$ cat config.mk
export PLATFORM = sky130hd
export DESIGN_NAME = gradient_color_ramp_lookup
export DESIGN_NICKNAME = d
export VERILOG_FILES = /design/src/hdl/grl_pkg.sv /design/src/hdl/gradient_color_ramp_lookup.sv /design/src/hdl/grl_front.sv /design/src/hdl/grl_fifo.sv /design/src/hdl/grl_back.sv
export VERILOG_INCLUDE_DIRS = /design/src /design/src/hdl
export SDC_FILE = /design/constraint.sdc
export NUM_CORES = 1
export LEC_CHECK = 0
export BUFFER_PORTS_ARGS = -buffer_cell sky130_fd_sc_hd__buf_2
export CAP_MARGIN = 40
export CORE_MARGIN = 1
export CORE_UTILIZATION = 25
export DETAILED_ROUTE_END_ITERATION = 16
export HOLD_SLACK_MARGIN = 0.03
export SLEW_MARGIN = 5
export SYNTH_ARGS = -nofsm -noshare
export SYNTH_HDL_FRONTEND = slang
export SYNTH_SLANG_ARGS = --single-unit
$ cat constraint.sdc
create_clock -name i_clk -period 21.5 [get_ports i_clk]
set_input_delay 3.225 -clock i_clk [delete_from_list [all_inputs] [get_ports i_clk]]
set_output_delay 3.225 -clock i_clk [all_outputs]
set_load 0.005 [all_outputs]
$ cat src/hdl/gradient_color_ramp_lookup_defines.svh
// ----------------------------------------------------------------------------
// gradient color ramp lookup assertion macros
// concurrent assertion helpers used by grl_back of the ramp lookup rtl
// ----------------------------------------------------------------------------
`ifndef GRADIENT_COLOR_RAMP_LOOKUP_DEFINES_SVH
`define GRADIENT_COLOR_RAMP_LOOKUP_DEFINES_SVH
`ifndef ASSERT_OFF
`define ASSERT_IMPLIES(label, clk, rst_n, ante, cons) \
    label: assert property (@(posedge clk) disable iff (!rst_n) (ante) |-> (cons)) \
        else $error("ramp lookup assertion failed");
`define ASSERT_NEXT(label, clk, rst_n, ante, cons) \
    label: assert property (@(posedge clk) disable iff (!rst_n) (ante) |=> (cons)) \
        else $error("ramp lookup assertion failed");
`else
`define ASSERT_IMPLIES(label, clk, rst_n, ante, cons)
`define ASSERT_NEXT(label, clk, rst_n, ante, cons)
`endif
`endif

$ cat src/hdl/grl_pkg.sv
// ----------------------------------------------------------------------------
// grl_pkg
// shared constants and types of the gradient color ramp lookup
// ----------------------------------------------------------------------------
package grl_pkg;

    localparam int MARK_SLOTS  = 8;
    localparam int POS_BITS    = 16;
    localparam int SLOT_BITS   = 3;
    localparam int COLOR_BITS  = 8;
    localparam int SLOT_IDX_W  = (MARK_SLOTS > 1) ? $clog2(MARK_SLOTS) : 1;
    localparam int SLOT_CMP_W  = ((SLOT_BITS > SLOT_IDX_W) ? SLOT_BITS : SLOT_IDX_W) + 1;
    localparam int FIFO_DEPTH  = 2;
    localparam int FIFO_PTR_W  = (FIFO_DEPTH > 1) ? $clog2(FIFO_DEPTH) : 1;
    localparam int FIFO_CNT_W  = $clog2(FIFO_DEPTH + 1);

    typedef enum logic {
        KIND_WRITE = 1'b0,
        KIND_QUERY = 1'b1
    } t_kind;

    typedef enum logic [2:0] {
        S_IDLE,
        S_SCAN,
        S_SETUP,
        S_DIV,
        S_BLEND,
        S_DONE
    } t_state;

    typedef struct packed {
        t_kind                  kind;
        logic [SLOT_IDX_W-1:0]  slot;
        logic                   enable;
        logic [POS_BITS-1:0]    pos;
        logic [COLOR_BITS-1:0]  red;
        logic [COLOR_BITS-1:0]  green;
        logic [COLOR_BITS-1:0]  blue;
    } t_cmd;

endpackage

$ cat src/hdl/gradient_color_ramp_lookup.sv
// ----------------------------------------------------------------------------
// gradient_color_ramp_lookup
// color ramp of up to eight marks with linear interpolation between them
// ----------------------------------------------------------------------------
// input side is a queue: drive the request fields with push high while full is
// low. kind 0 writes or removes one mark slot and gives no result; kind 1
// queries the color at position and gives one result.
// result side is a queue: while empty is low the oldest result sits on the
// out ports and pop takes it.
// requests pass an input register and a two deep command queue before they
// reach the back end; the back end runs them one at a time.
// a write updates its mark slot as it is popped and leaves the back end idle.
// a query with marks on both sides runs one slot compare per cycle, one
// quotient bit per cycle over POS_BITS + 1 bits, one channel multiply per
// cycle, then the hand-off to the result register. a query with marks on one
// side only, or none, skips the divide and blend.
// a waiting result does not block the next query; a query that finishes
// while the result register is still full waits until pop.
// reset clears all mark slots, queues and the result register.
// ----------------------------------------------------------------------------
module gradient_color_ramp_lookup import grl_pkg::*; (
    input  logic                   i_clk,
    input  logic                   i_rst_n,
    input  logic                   push,
    output logic                   full,
    input  logic                   i_kind,
    input  logic [SLOT_BITS-1:0]   i_slot,
    input  logic                   i_mark_enable,
    input  logic [POS_BITS-1:0]    i_position,
    input  logic [COLOR_BITS-1:0]  i_in_red,
    input  logic [COLOR_BITS-1:0]  i_in_green,
    input  logic [COLOR_BITS-1:0]  i_in_blue,
    output logic                   empty,
    input  logic                   pop,
    output logic [COLOR_BITS-1:0]  o_out_red,
    output logic [COLOR_BITS-1:0]  o_out_green,
    output logic [COLOR_BITS-1:0]  o_out_blue,
    output logic                   o_any_mark
);

    logic w_q_push;
    logic w_q_full;
    logic w_q_pop;
    logic w_q_empty;
    t_cmd w_front_cmd;
    t_cmd w_back_cmd;

    grl_front u_front (
        .i_clk         (i_clk),
        .i_rst_n       (i_rst_n),
        .i_push        (push),
        .o_full        (full),
        .i_kind        (i_kind),
        .i_slot        (i_slot),
        .i_mark_enable (i_mark_enable),
        .i_position    (i_position),
        .i_red         (i_in_red),
        .i_green       (i_in_green),
        .i_blue        (i_in_blue),
        .i_q_full      (w_q_full),
        .o_q_push      (w_q_push),
        .o_cmd         (w_front_cmd)
    );

    grl_fifo u_fifo (
        .i_clk   (i_clk),
        .i_rst_n (i_rst_n),
        .i_push  (w_q_push),
        .i_data  (w_front_cmd),
        .o_full  (w_q_full),
        .i_pop   (w_q_pop),
        .o_data  (w_back_cmd),
        .o_empty (w_q_empty)
    );

    grl_back u_back (
        .i_clk     (i_clk),
        .i_rst_n   (i_rst_n),
        .i_q_empty (w_q_empty),
        .i_cmd     (w_back_cmd),
        .o_q_pop   (w_q_pop),
        .o_empty   (empty),
        .i_pop     (pop),
        .o_red     (o_out_red),
        .o_green   (o_out_green),
        .o_blue    (o_out_blue),
        .o_any     (o_any_mark)
    );

endmodule

$ cat src/hdl/grl_front.sv
// ----------------------------------------------------------------------------
// grl_front
// input register that takes requests, drops out of range writes and
// hands the rest to the command queue
// ----------------------------------------------------------------------------
module grl_front import grl_pkg::*; (
    input  logic                   i_clk,
    input  logic                   i_rst_n,
    input  logic                   i_push,
    output logic                   o_full,
    input  logic                   i_kind,
    input  logic [SLOT_BITS-1:0]   i_slot,
    input  logic                   i_mark_enable,
    input  logic [POS_BITS-1:0]    i_position,
    input  logic [COLOR_BITS-1:0]  i_red,
    input  logic [COLOR_BITS-1:0]  i_green,
    input  logic [COLOR_BITS-1:0]  i_blue,
    input  logic                   i_q_full,
    output logic                   o_q_push,
    output t_cmd                   o_cmd
);

    logic r_valid;
    logic n_valid;
    t_cmd r_cmd;
    t_cmd w_cmd;
    logic w_take;
    logic w_keep;
    logic w_slot_ok;

    assign o_full   = r_valid && i_q_full;
    assign o_q_push = r_valid && !i_q_full;
    assign o_cmd    = r_cmd;
    assign w_take   = i_push && !o_full;

    assign w_slot_ok = SLOT_CMP_W'(i_slot) < SLOT_CMP_W'(MARK_SLOTS);
    assign w_keep    = (t_kind'(i_kind) == KIND_QUERY) || w_slot_ok;

    always_comb begin
        w_cmd.kind   = t_kind'(i_kind);
        w_cmd.slot   = SLOT_IDX_W'(i_slot);
        w_cmd.enable = i_mark_enable;
        w_cmd.pos    = POS_BITS'(i_position);
        w_cmd.red    = i_red;
        w_cmd.green  = i_green;
        w_cmd.blue   = i_blue;
    end

    always_comb begin
        n_valid = r_valid;
        if (w_take) begin
            n_valid = w_keep;
        end else if (o_q_push) begin
            n_valid = 1'b0;
        end
    end

    always_ff @(posedge i_clk) begin
        if (!i_rst_n) begin
            r_valid <= 1'b0;
        end else begin
            r_valid <= n_valid;
        end
    end

    always_ff @(posedge i_clk) begin
        if (w_take) begin
            r_cmd <= w_cmd;
        end
    end

endmodule

$ cat src/hdl/grl_fifo.sv
// ----------------------------------------------------------------------------
// grl_fifo
// short command queue between the front and the back end
// ----------------------------------------------------------------------------
module grl_fifo import grl_pkg::*; (
    input  logic  i_clk,
    input  logic  i_rst_n,
    input  logic  i_push,
    input  t_cmd  i_data,
    output logic  o_full,
    input  logic  i_pop,
    output t_cmd  o_data,
    output logic  o_empty
);

    t_cmd                  r_mem [FIFO_DEPTH];
    logic [FIFO_PTR_W-1:0] r_wr_ptr;
    logic [FIFO_PTR_W-1:0] r_rd_ptr;
    logic [FIFO_CNT_W-1:0] r_count;
    logic                  w_wr;
    logic                  w_rd;

    assign o_full  = r_count == FIFO_CNT_W'(FIFO_DEPTH);
    assign o_empty = r_count == '0;
    assign o_data  = r_mem[r_rd_ptr];
    assign w_wr    = i_push && !o_full;
    assign w_rd    = i_pop && !o_empty;

    function automatic logic [FIFO_PTR_W-1:0] ptr_inc(input logic [FIFO_PTR_W-1:0] ptr);
        if (ptr == FIFO_PTR_W'(FIFO_DEPTH - 1)) begin
            return '0;
        end
        return ptr + 1'b1;
    endfunction

    always_ff @(posedge i_clk) begin
        if (!i_rst_n) begin
            r_wr_ptr <= '0;
            r_rd_ptr <= '0;
            r_count  <= '0;
        end else begin
            if (w_wr) begin
                r_wr_ptr <= ptr_inc(r_wr_ptr);
            end
            if (w_rd) begin
                r_rd_ptr <= ptr_inc(r_rd_ptr);
            end
            if (w_wr && !w_rd) begin
                r_count <= r_count + 1'b1;
            end else if (w_rd && !w_wr) begin
                r_count <= r_count - 1'b1;
            end
        end
    end

    always_ff @(posedge i_clk) begin
        if (w_wr) begin
            r_mem[r_wr_ptr] <= i_data;
        end
    end

endmodule

$ cat src/hdl/grl_back.sv
// ----------------------------------------------------------------------------
// grl_back
// mark table, slot scan, iterative divider, channel blend and result register
// ----------------------------------------------------------------------------
`include "gradient_color_ramp_lookup_defines.svh"

module grl_back import grl_pkg::*; (
    input  logic                   i_clk,
    input  logic                   i_rst_n,
    input  logic                   i_q_empty,
    input  t_cmd                   i_cmd,
    output logic                   o_q_pop,
    output logic                   o_empty,
    input  logic                   i_pop,
    output logic [COLOR_BITS-1:0]  o_red,
    output logic [COLOR_BITS-1:0]  o_green,
    output logic [COLOR_BITS-1:0]  o_blue,
    output logic                   o_any
);

    localparam int COL_W     = 3 * COLOR_BITS;
    localparam int Q_W       = POS_BITS + 1;
    localparam int DIV_CNT_W = $clog2(POS_BITS + 1);
    localparam int ACC_W     = POS_BITS + COLOR_BITS + 3;
    localparam int POS_ONE   = 1 << POS_BITS;
    localparam int POS_HALF  = 1 << (POS_BITS - 1);

    typedef enum logic [1:0] {
        CH_RED,
        CH_GREEN,
        CH_BLUE
    } t_chan;

    t_state                  r_state;
    t_state                  n_state;
    logic                    r_valid [MARK_SLOTS];
    logic [POS_BITS-1:0]     r_pos   [MARK_SLOTS];
    logic [COL_W-1:0]        r_col   [MARK_SLOTS];

    logic [SLOT_IDX_W-1:0]   r_idx;
    logic                    r_lo_found;
    logic                    r_hi_found;
    logic [DIV_CNT_W-1:0]    r_div_cnt;
    t_chan                   r_ch;
    logic                    r_out_valid;

    logic [POS_BITS-1:0]     r_p;
    logic [POS_BITS-1:0]     r_lo_pos;
    logic [POS_BITS-1:0]     r_hi_pos;
    logic [COL_W-1:0]        r_lo_col;
    logic [COL_W-1:0]        r_hi_col;
    logic [Q_W-1:0]          r_rem;
    logic [POS_BITS-1:0]     r_dist;
    logic [Q_W-1:0]          r_q;
    logic [COL_W-1:0]        r_res_col;
    logic                    r_res_any;
    logic [COL_W-1:0]        r_out_col;
    logic                    r_out_any;

    logic                    w_scan_last;
    logic                    w_out_free;
    logic                    w_load_out;
    logic                    w_start;
    logic [POS_BITS-1:0]     w_mp;
    logic                    w_take_lo;
    logic                    w_take_hi;
    logic                    w_ge;
    logic [Q_W-1:0]          w_sub;
    logic [COLOR_BITS-1:0]   w_lc;
    logic [COLOR_BITS-1:0]   w_hc;
    logic signed [COLOR_BITS:0]   w_diff;
    logic signed [POS_BITS+1:0]   w_dsgn;
    logic signed [ACC_W-1:0]      w_acc;
    logic [COLOR_BITS-1:0]   w_chan;

    assign o_empty     = !r_out_valid;
    assign o_red       = r_out_col[2*COLOR_BITS +: COLOR_BITS];
    assign o_green     = r_out_col[COLOR_BITS +: COLOR_BITS];
    assign o_blue      = r_out_col[0 +: COLOR_BITS];
    assign o_any       = r_out_any;
    assign w_out_free  = !r_out_valid || i_pop;
    assign w_scan_last = r_idx == SLOT_IDX_W'(MARK_SLOTS - 1);

    // scan compare
    assign w_mp      = r_pos[r_idx];
    assign w_take_lo = r_valid[r_idx] && (w_mp < r_p) && (!r_lo_found || (r_lo_pos < w_mp));
    assign w_take_hi = r_valid[r_idx] && !(w_mp < r_p) &&
                       (!r_hi_found || (r_hi_pos > w_mp));

    // restoring divide step
    assign w_ge  = r_rem >= Q_W'(r_dist);
    assign w_sub = w_ge ? (r_rem - Q_W'(r_dist)) : r_rem;

    // blend: lo*S + (hi-lo)*delta + S/2
    always_comb begin
        case (r_ch)
            CH_RED: begin
                w_lc = r_lo_col[2*COLOR_BITS +: COLOR_BITS];
                w_hc = r_hi_col[2*COLOR_BITS +: COLOR_BITS];
            end
            CH_GREEN: begin
                w_lc = r_lo_col[COLOR_BITS +: COLOR_BITS];
                w_hc = r_hi_col[COLOR_BITS +: COLOR_BITS];
            end
            default: begin
                w_lc = r_lo_col[0 +: COLOR_BITS];
                w_hc = r_hi_col[0 +: COLOR_BITS];
            end
        endcase
    end

    assign w_diff = $signed({1'b0, w_hc}) - $signed({1'b0, w_lc});
    assign w_dsgn = $signed({1'b0, r_q});
    assign w_acc  = ACC_W'(w_diff) * ACC_W'(w_dsgn)
                  + $signed(ACC_W'({w_lc, POS_BITS'(0)}))
                  + $signed(ACC_W'(POS_HALF));
    assign w_chan = w_acc[POS_BITS +: COLOR_BITS];

    always_comb begin
        n_state = r_state;
        case (r_state)
            S_IDLE: begin
                if (!i_q_empty && (i_cmd.kind == KIND_QUERY)) begin
                    n_state = S_SCAN;
                end
            end
            S_SCAN: begin
                if (w_scan_last) begin
                    n_state = S_SETUP;
                end
            end
            S_SETUP: begin
                n_state = (r_lo_found && r_hi_found) ? S_DIV : S_DONE;
            end
            S_DIV: begin
                if (r_div_cnt == DIV_CNT_W'(POS_BITS)) begin
                    n_state = S_BLEND;
                end
            end
            S_BLEND: begin
                if (r_ch == CH_BLUE) begin
                    n_state = S_DONE;
                end
            end
            S_DONE: begin
                if (w_out_free) begin
                    n_state = S_IDLE;
                end
            end
            default: begin
                n_state = S_IDLE;
            end
        endcase
    end

    always_comb begin
        o_q_pop    = 1'b0;
        w_load_out = 1'b0;
        case (r_state)
            S_IDLE: begin
                o_q_pop = !i_q_empty;
            end
            S_DONE: begin
                w_load_out = w_out_free;
            end
            default: begin
                o_q_pop    = 1'b0;
                w_load_out = 1'b0;
            end
        endcase
    end

    assign w_start = o_q_pop && (i_cmd.kind == KIND_QUERY);

    always_ff @(posedge i_clk) begin
        if (!i_rst_n) begin
            r_state     <= S_IDLE;
            r_idx       <= '0;
            r_lo_found  <= 1'b0;
            r_hi_found  <= 1'b0;
            r_div_cnt   <= '0;
            r_ch        <= CH_RED;
            r_out_valid <= 1'b0;
            for (int i = 0; i < MARK_SLOTS; i++) begin
                r_valid[i] <= 1'b0;
            end
        end else begin
            r_state <= n_state;
            if (o_q_pop && (i_cmd.kind == KIND_WRITE)) begin
                r_valid[i_cmd.slot] <= i_cmd.enable;
            end
            if (w_start) begin
                r_idx      <= '0;
                r_lo_found <= 1'b0;
                r_hi_found <= 1'b0;
            end
            if (r_state == S_SCAN) begin
                r_idx <= w_scan_last ? '0 : r_idx + 1'b1;
                if (w_take_lo) begin
                    r_lo_found <= 1'b1;
                end
                if (w_take_hi) begin
                    r_hi_found <= 1'b1;
                end
            end
            if (r_state == S_SETUP) begin
                r_div_cnt <= '0;
                r_ch      <= CH_RED;
            end
            if (r_state == S_DIV) begin
                r_div_cnt <= r_div_cnt + 1'b1;
            end
            if (r_state == S_BLEND) begin
                r_ch <= t_chan'(r_ch + 2'd1);
            end
            if (w_load_out) begin
                r_out_valid <= 1'b1;
            end else if (i_pop) begin
                r_out_valid <= 1'b0;
            end
        end
    end

    always_ff @(posedge i_clk) begin
        if (o_q_pop && (i_cmd.kind == KIND_WRITE) && i_cmd.enable) begin
            r_pos[i_cmd.slot] <= i_cmd.pos;
            r_col[i_cmd.slot] <= {i_cmd.red, i_cmd.green, i_cmd.blue};
        end
        if (w_start) begin
            r_p <= i_cmd.pos;
        end
        if (r_state == S_SCAN) begin
            if (w_take_lo) begin
                r_lo_pos <= w_mp;
                r_lo_col <= r_col[r_idx];
            end
            if (w_take_hi) begin
                r_hi_pos <= w_mp;
                r_hi_col <= r_col[r_idx];
            end
        end
        if (r_state == S_SETUP) begin
            r_rem     <= Q_W'(r_p - r_lo_pos);
            r_dist    <= r_hi_pos - r_lo_pos;
            r_q       <= '0;
            r_res_any <= r_lo_found || r_hi_found;
            if (r_lo_found && !r_hi_found) begin
                r_res_col <= r_lo_col;
            end else if (r_hi_found && !r_lo_found) begin
                r_res_col <= r_hi_col;
            end else begin
                r_res_col <= '0;
            end
        end
        if (r_state == S_DIV) begin
            r_rem <= {w_sub[POS_BITS-1:0], 1'b0};
            r_q   <= {r_q[Q_W-2:0], w_ge};
        end
        if (r_state == S_BLEND) begin
            case (r_ch)
                CH_RED:   r_res_col[2*COLOR_BITS +: COLOR_BITS] <= w_chan;
                CH_GREEN: r_res_col[COLOR_BITS +: COLOR_BITS]   <= w_chan;
                default:  r_res_col[0 +: COLOR_BITS]            <= w_chan;
            endcase
        end
        if (w_load_out) begin
            r_out_col <= r_res_col;
            r_out_any <= r_res_any;
        end
    end

    `ASSERT_IMPLIES(a_div_needs_both, i_clk, i_rst_n, r_state == S_DIV, r_lo_found && r_hi_found)
    `ASSERT_NEXT(a_scan_ends, i_clk, i_rst_n, (r_state == S_SCAN) && w_scan_last, r_state == S_SETUP)
    `ASSERT_IMPLIES(a_delta_range, i_clk, i_rst_n, r_state == S_BLEND, r_q <= Q_W'(POS_ONE))
    `ASSERT_NEXT(a_write_stays_idle, i_clk, i_rst_n, o_q_pop && (i_cmd.kind == KIND_WRITE), r_state == S_IDLE)

endmodule

==> flow_metrics.env <==
export IMPL_status="completed"
export IMPL_yosysSeqAreaShare=0.604
export IMPL_synth_nets=2559
export IMPL_required_ns=22.00
export IMPL_synth_warnings=0
export IMPL_clkSinkCount=684
export IMPL_crit_arrival_ns=9.15
export IMPL_maxCapViolations=0
export IMPL_cp_end_kind="flip-flop"
export IMPL_die_area_um2=134000
export IMPL_reg2regPathDepth=31
export IMPL_setup_violations=0
export IMPL_netlist_area_um2=33000
export IMPL_synth_top_family_by_area="adder cells"
export IMPL_antenna_found_initial=2
export IMPL_holdBufCountCts=0
export IMPL_clock_skew_ns=0.0336
export IMPL_drtIter0Drc=1094
export IMPL_ios=76
export IMPL_multi_input_area_um2=12100
export IMPL_placed_area_um2=35700
export IMPL_synth_edf_count=626
export IMPL_postSynthCellCount=2240
export IMPL_crit_type="flip-flop to flip-flop"
export IMPL_synth_top_cells_by_count="edfxtp_1, inv_1, ha_1, fa_1, nand2_1"
export IMPL_ant_nets=0
export IMPL_grt_pass1_wl_mm=108
export IMPL_period_share=0.402
export IMPL_dieWidth_um=366
export IMPL_cp_num_buf_inv=6
export IMPL_cts_inserted_buffers=73
export IMPL_grt_start_max_net_pins=66
export IMPL_holdPathEnd="u_fifo.r_mem[0][5]"
export IMPL_min_from="u_front.o_cmd[5]"
export IMPL_viasPerCell=4.39
export IMPL_clk_insertion_delay_late_ns=0.64
export IMPL_nFillCells=13100
export IMPL_ys_types=64
export IMPL_ys_seq_elements=684
export IMPL_ys_async_sr_fraction=0
export IMPL_synthXorXnorAreaFrac=0.0154
export IMPL_drc_errors=0
export IMPL_core_um2=131000
export IMPL_cts_setup_buffers=0
export IMPL_drv_slew=0
export IMPL_max_slew_worst_pin_slew_ns=0.822
export IMPL_worst_path_most_repeated_cell="fa_1"
export IMPL_startpoint_type="flip-flop"
export IMPL_regArea_um2=20000
export IMPL_cts_htree_levels=3
export IMPL_slowest_stage="fa_1"
export IMPL_hold_class="flip-flop to flip-flop"
export IMPL_rows=133
export IMPL_dp_final_hpwl_mm=46.3
export IMPL_synth_compound_area_share=0.0683
export IMPL_hold_viol=0
export IMPL_synth_top_area_share=0.569
export IMPL_tns_ns=0
export IMPL_drt_wl_total_mm=69.4
export IMPL_critPathMaxStageDelay_ns=0.54
export IMPL_synth_top_flop_cell="edfxtp_1"
export IMPL_ff2ff_setup_slack_ns=12.85
export IMPL_gp_congestion=0.844
export IMPL_synthTopCellsByArea="edfxtp_1, fa_1, ha_1"
export IMPL_grt_overflow=0
export IMPL_grt_pass1_vias=19000
export IMPL_vias=18200
export IMPL_fmax_mhz=116
export IMPL_worstPathMaxFanout=18
export IMPL_syn2layout_area_growth_pct=15.1
export IMPL_rsz0062_at_grt="no"
export IMPL_clk_path_buf_depth=3
export IMPL_post_cts_resized=0
export IMPL_final_nets=2663
export IMPL_routedWlPerCell_um=16.7
export IMPL_r2r_start="u_back.r_ch[1]"
export IMPL_firstDrtPassIters=5
export IMPL_die_h_um=366
export IMPL_relSlewSlack=0.451
export IMPL_grt_use_total=0.104
export IMPL_synth_fa_ha_area_frac=0.129
export IMPL_critPathTopFamily="adder cells"
export IMPL_r2r_end="u_back.r_res_col[6]"
export IMPL_cts_tree="done"
export IMPL_synth_most_common_cell="edfxtp_1"
export IMPL_drive_above_1_share=0.166
export IMPL_start_util=0.252
export IMPL_min_path_cells=0
export IMPL_final_min_clock_period_ns=8.65
export IMPL_finalInstanceArea_um2=38000
export IMPL_yosys_area_top_type="edfxtp_1"
export IMPL_cts_root_buffer_cell="clkbuf_16"
export IMPL_clk_pin_slew_ns=0.06
export IMPL_synth_area_mux_share=0.0853
export IMPL_synthSimpleGateAreaFrac=0.0658
export IMPL_syn_area_per_cell_um2=14.7
export IMPL_portBuffers=75
-- flip-flops by register name, indices dropped and copies added (netlist names), 24 cells and up, named ones only --
| register | count |
|---|---|
| u_back.r_lo_col | 24 |
| u_back.r_out_col | 24 |
| u_back.r_pos | 128 |
| u_back.r_res_col | 24 |
| u_back.r_hi_col | 24 |
| u_fifo.r_mem | 90 |
| u_back.r_col | 192 |
| u_front.o_cmd | 45 |
-- layer usage --
metal	routed length [um]	global-route usage	up-vias
li1	-	-	8534
met1	31300	0.134	9247
met3	2950	0.0188	105
met2	33500	0.176	353
met4	1660	0.0339	4
met5	15	0	-
-- layout make-up --
type / count / share of cell area
Antenna cell: 1 / 0.0000658
Clock buffer: 88 / 0.0512
Clock inverter: 47 / 0.00944
Inverter: 205 / 0.0202
Multi-Input combinational cell: 1272 / 0.319
Sequential cell: 684 / 0.525
Tap cell: 1755 / 0.0577
Timing Repair Buffer: 108 / 0.0176
-- stage by stage --
stage	util	instances	hold slack (ns)	worst slack, ns
global placement	0.271	4018	0.415	12.76
finish	0.290	4160	0.427	12.85
CTS	0.290	4159	0.434	12.82
global route	0.290	4159	0.450	12.24
detailed placement	0.272	4024	0.418	12.86
floorplan	-	2240	0.400	13.56
-- logic make-up after synthesis --
kind of cell	after synthesis
adders and majority gates	270
AOI/OAI and AO/OA	338
DFF	684
and+or+nand+nor	435
muxes	171
buffers and inverters	284
xor gates and xnor gates	58
-- placed cells by master, fill, tap and decap left out, types with 28 or more instances in the layout --
master     count
fa_1         116
ha_1         154
buf_2         75
clkbuf_16     75
nor2_1        85
edfxtp_1     626
o21ai_0       73
inv_1        203
mux4_2        82
dfxtp_1       53
and2_1        75
o21a_1        34
xnor2_1       37
a21oi_1       82
mux2_2        65
buf_4         28
nand2_1      109
-- worst max-delay path by stage --
stage          slack [ns]              endpoint           start  cells after the start
4_1_cts             12.82  u_back.r_res_col[14]  u_back.r_ch[0]                     31
6_report            12.85   u_back.r_res_col[6]  u_back.r_ch[1]                     31
3_3_place_gp        12.76   u_back.r_res_col[6]  u_back.r_ch[0]                     30
3_5_place_dp        12.86  u_back.r_res_col[14]  u_back.r_ch[0]                     31
2_1_floorplan       13.56   u_back.r_res_col[6]  u_back.r_ch[0]                     32
5_1_grt             12.24  u_back.r_res_col[14]  u_back.r_ch[1]                     31
Power is left out: the tool's default activity adds up to more than one toggle a clock period on the data nets, which glitch-free logic cannot reach.
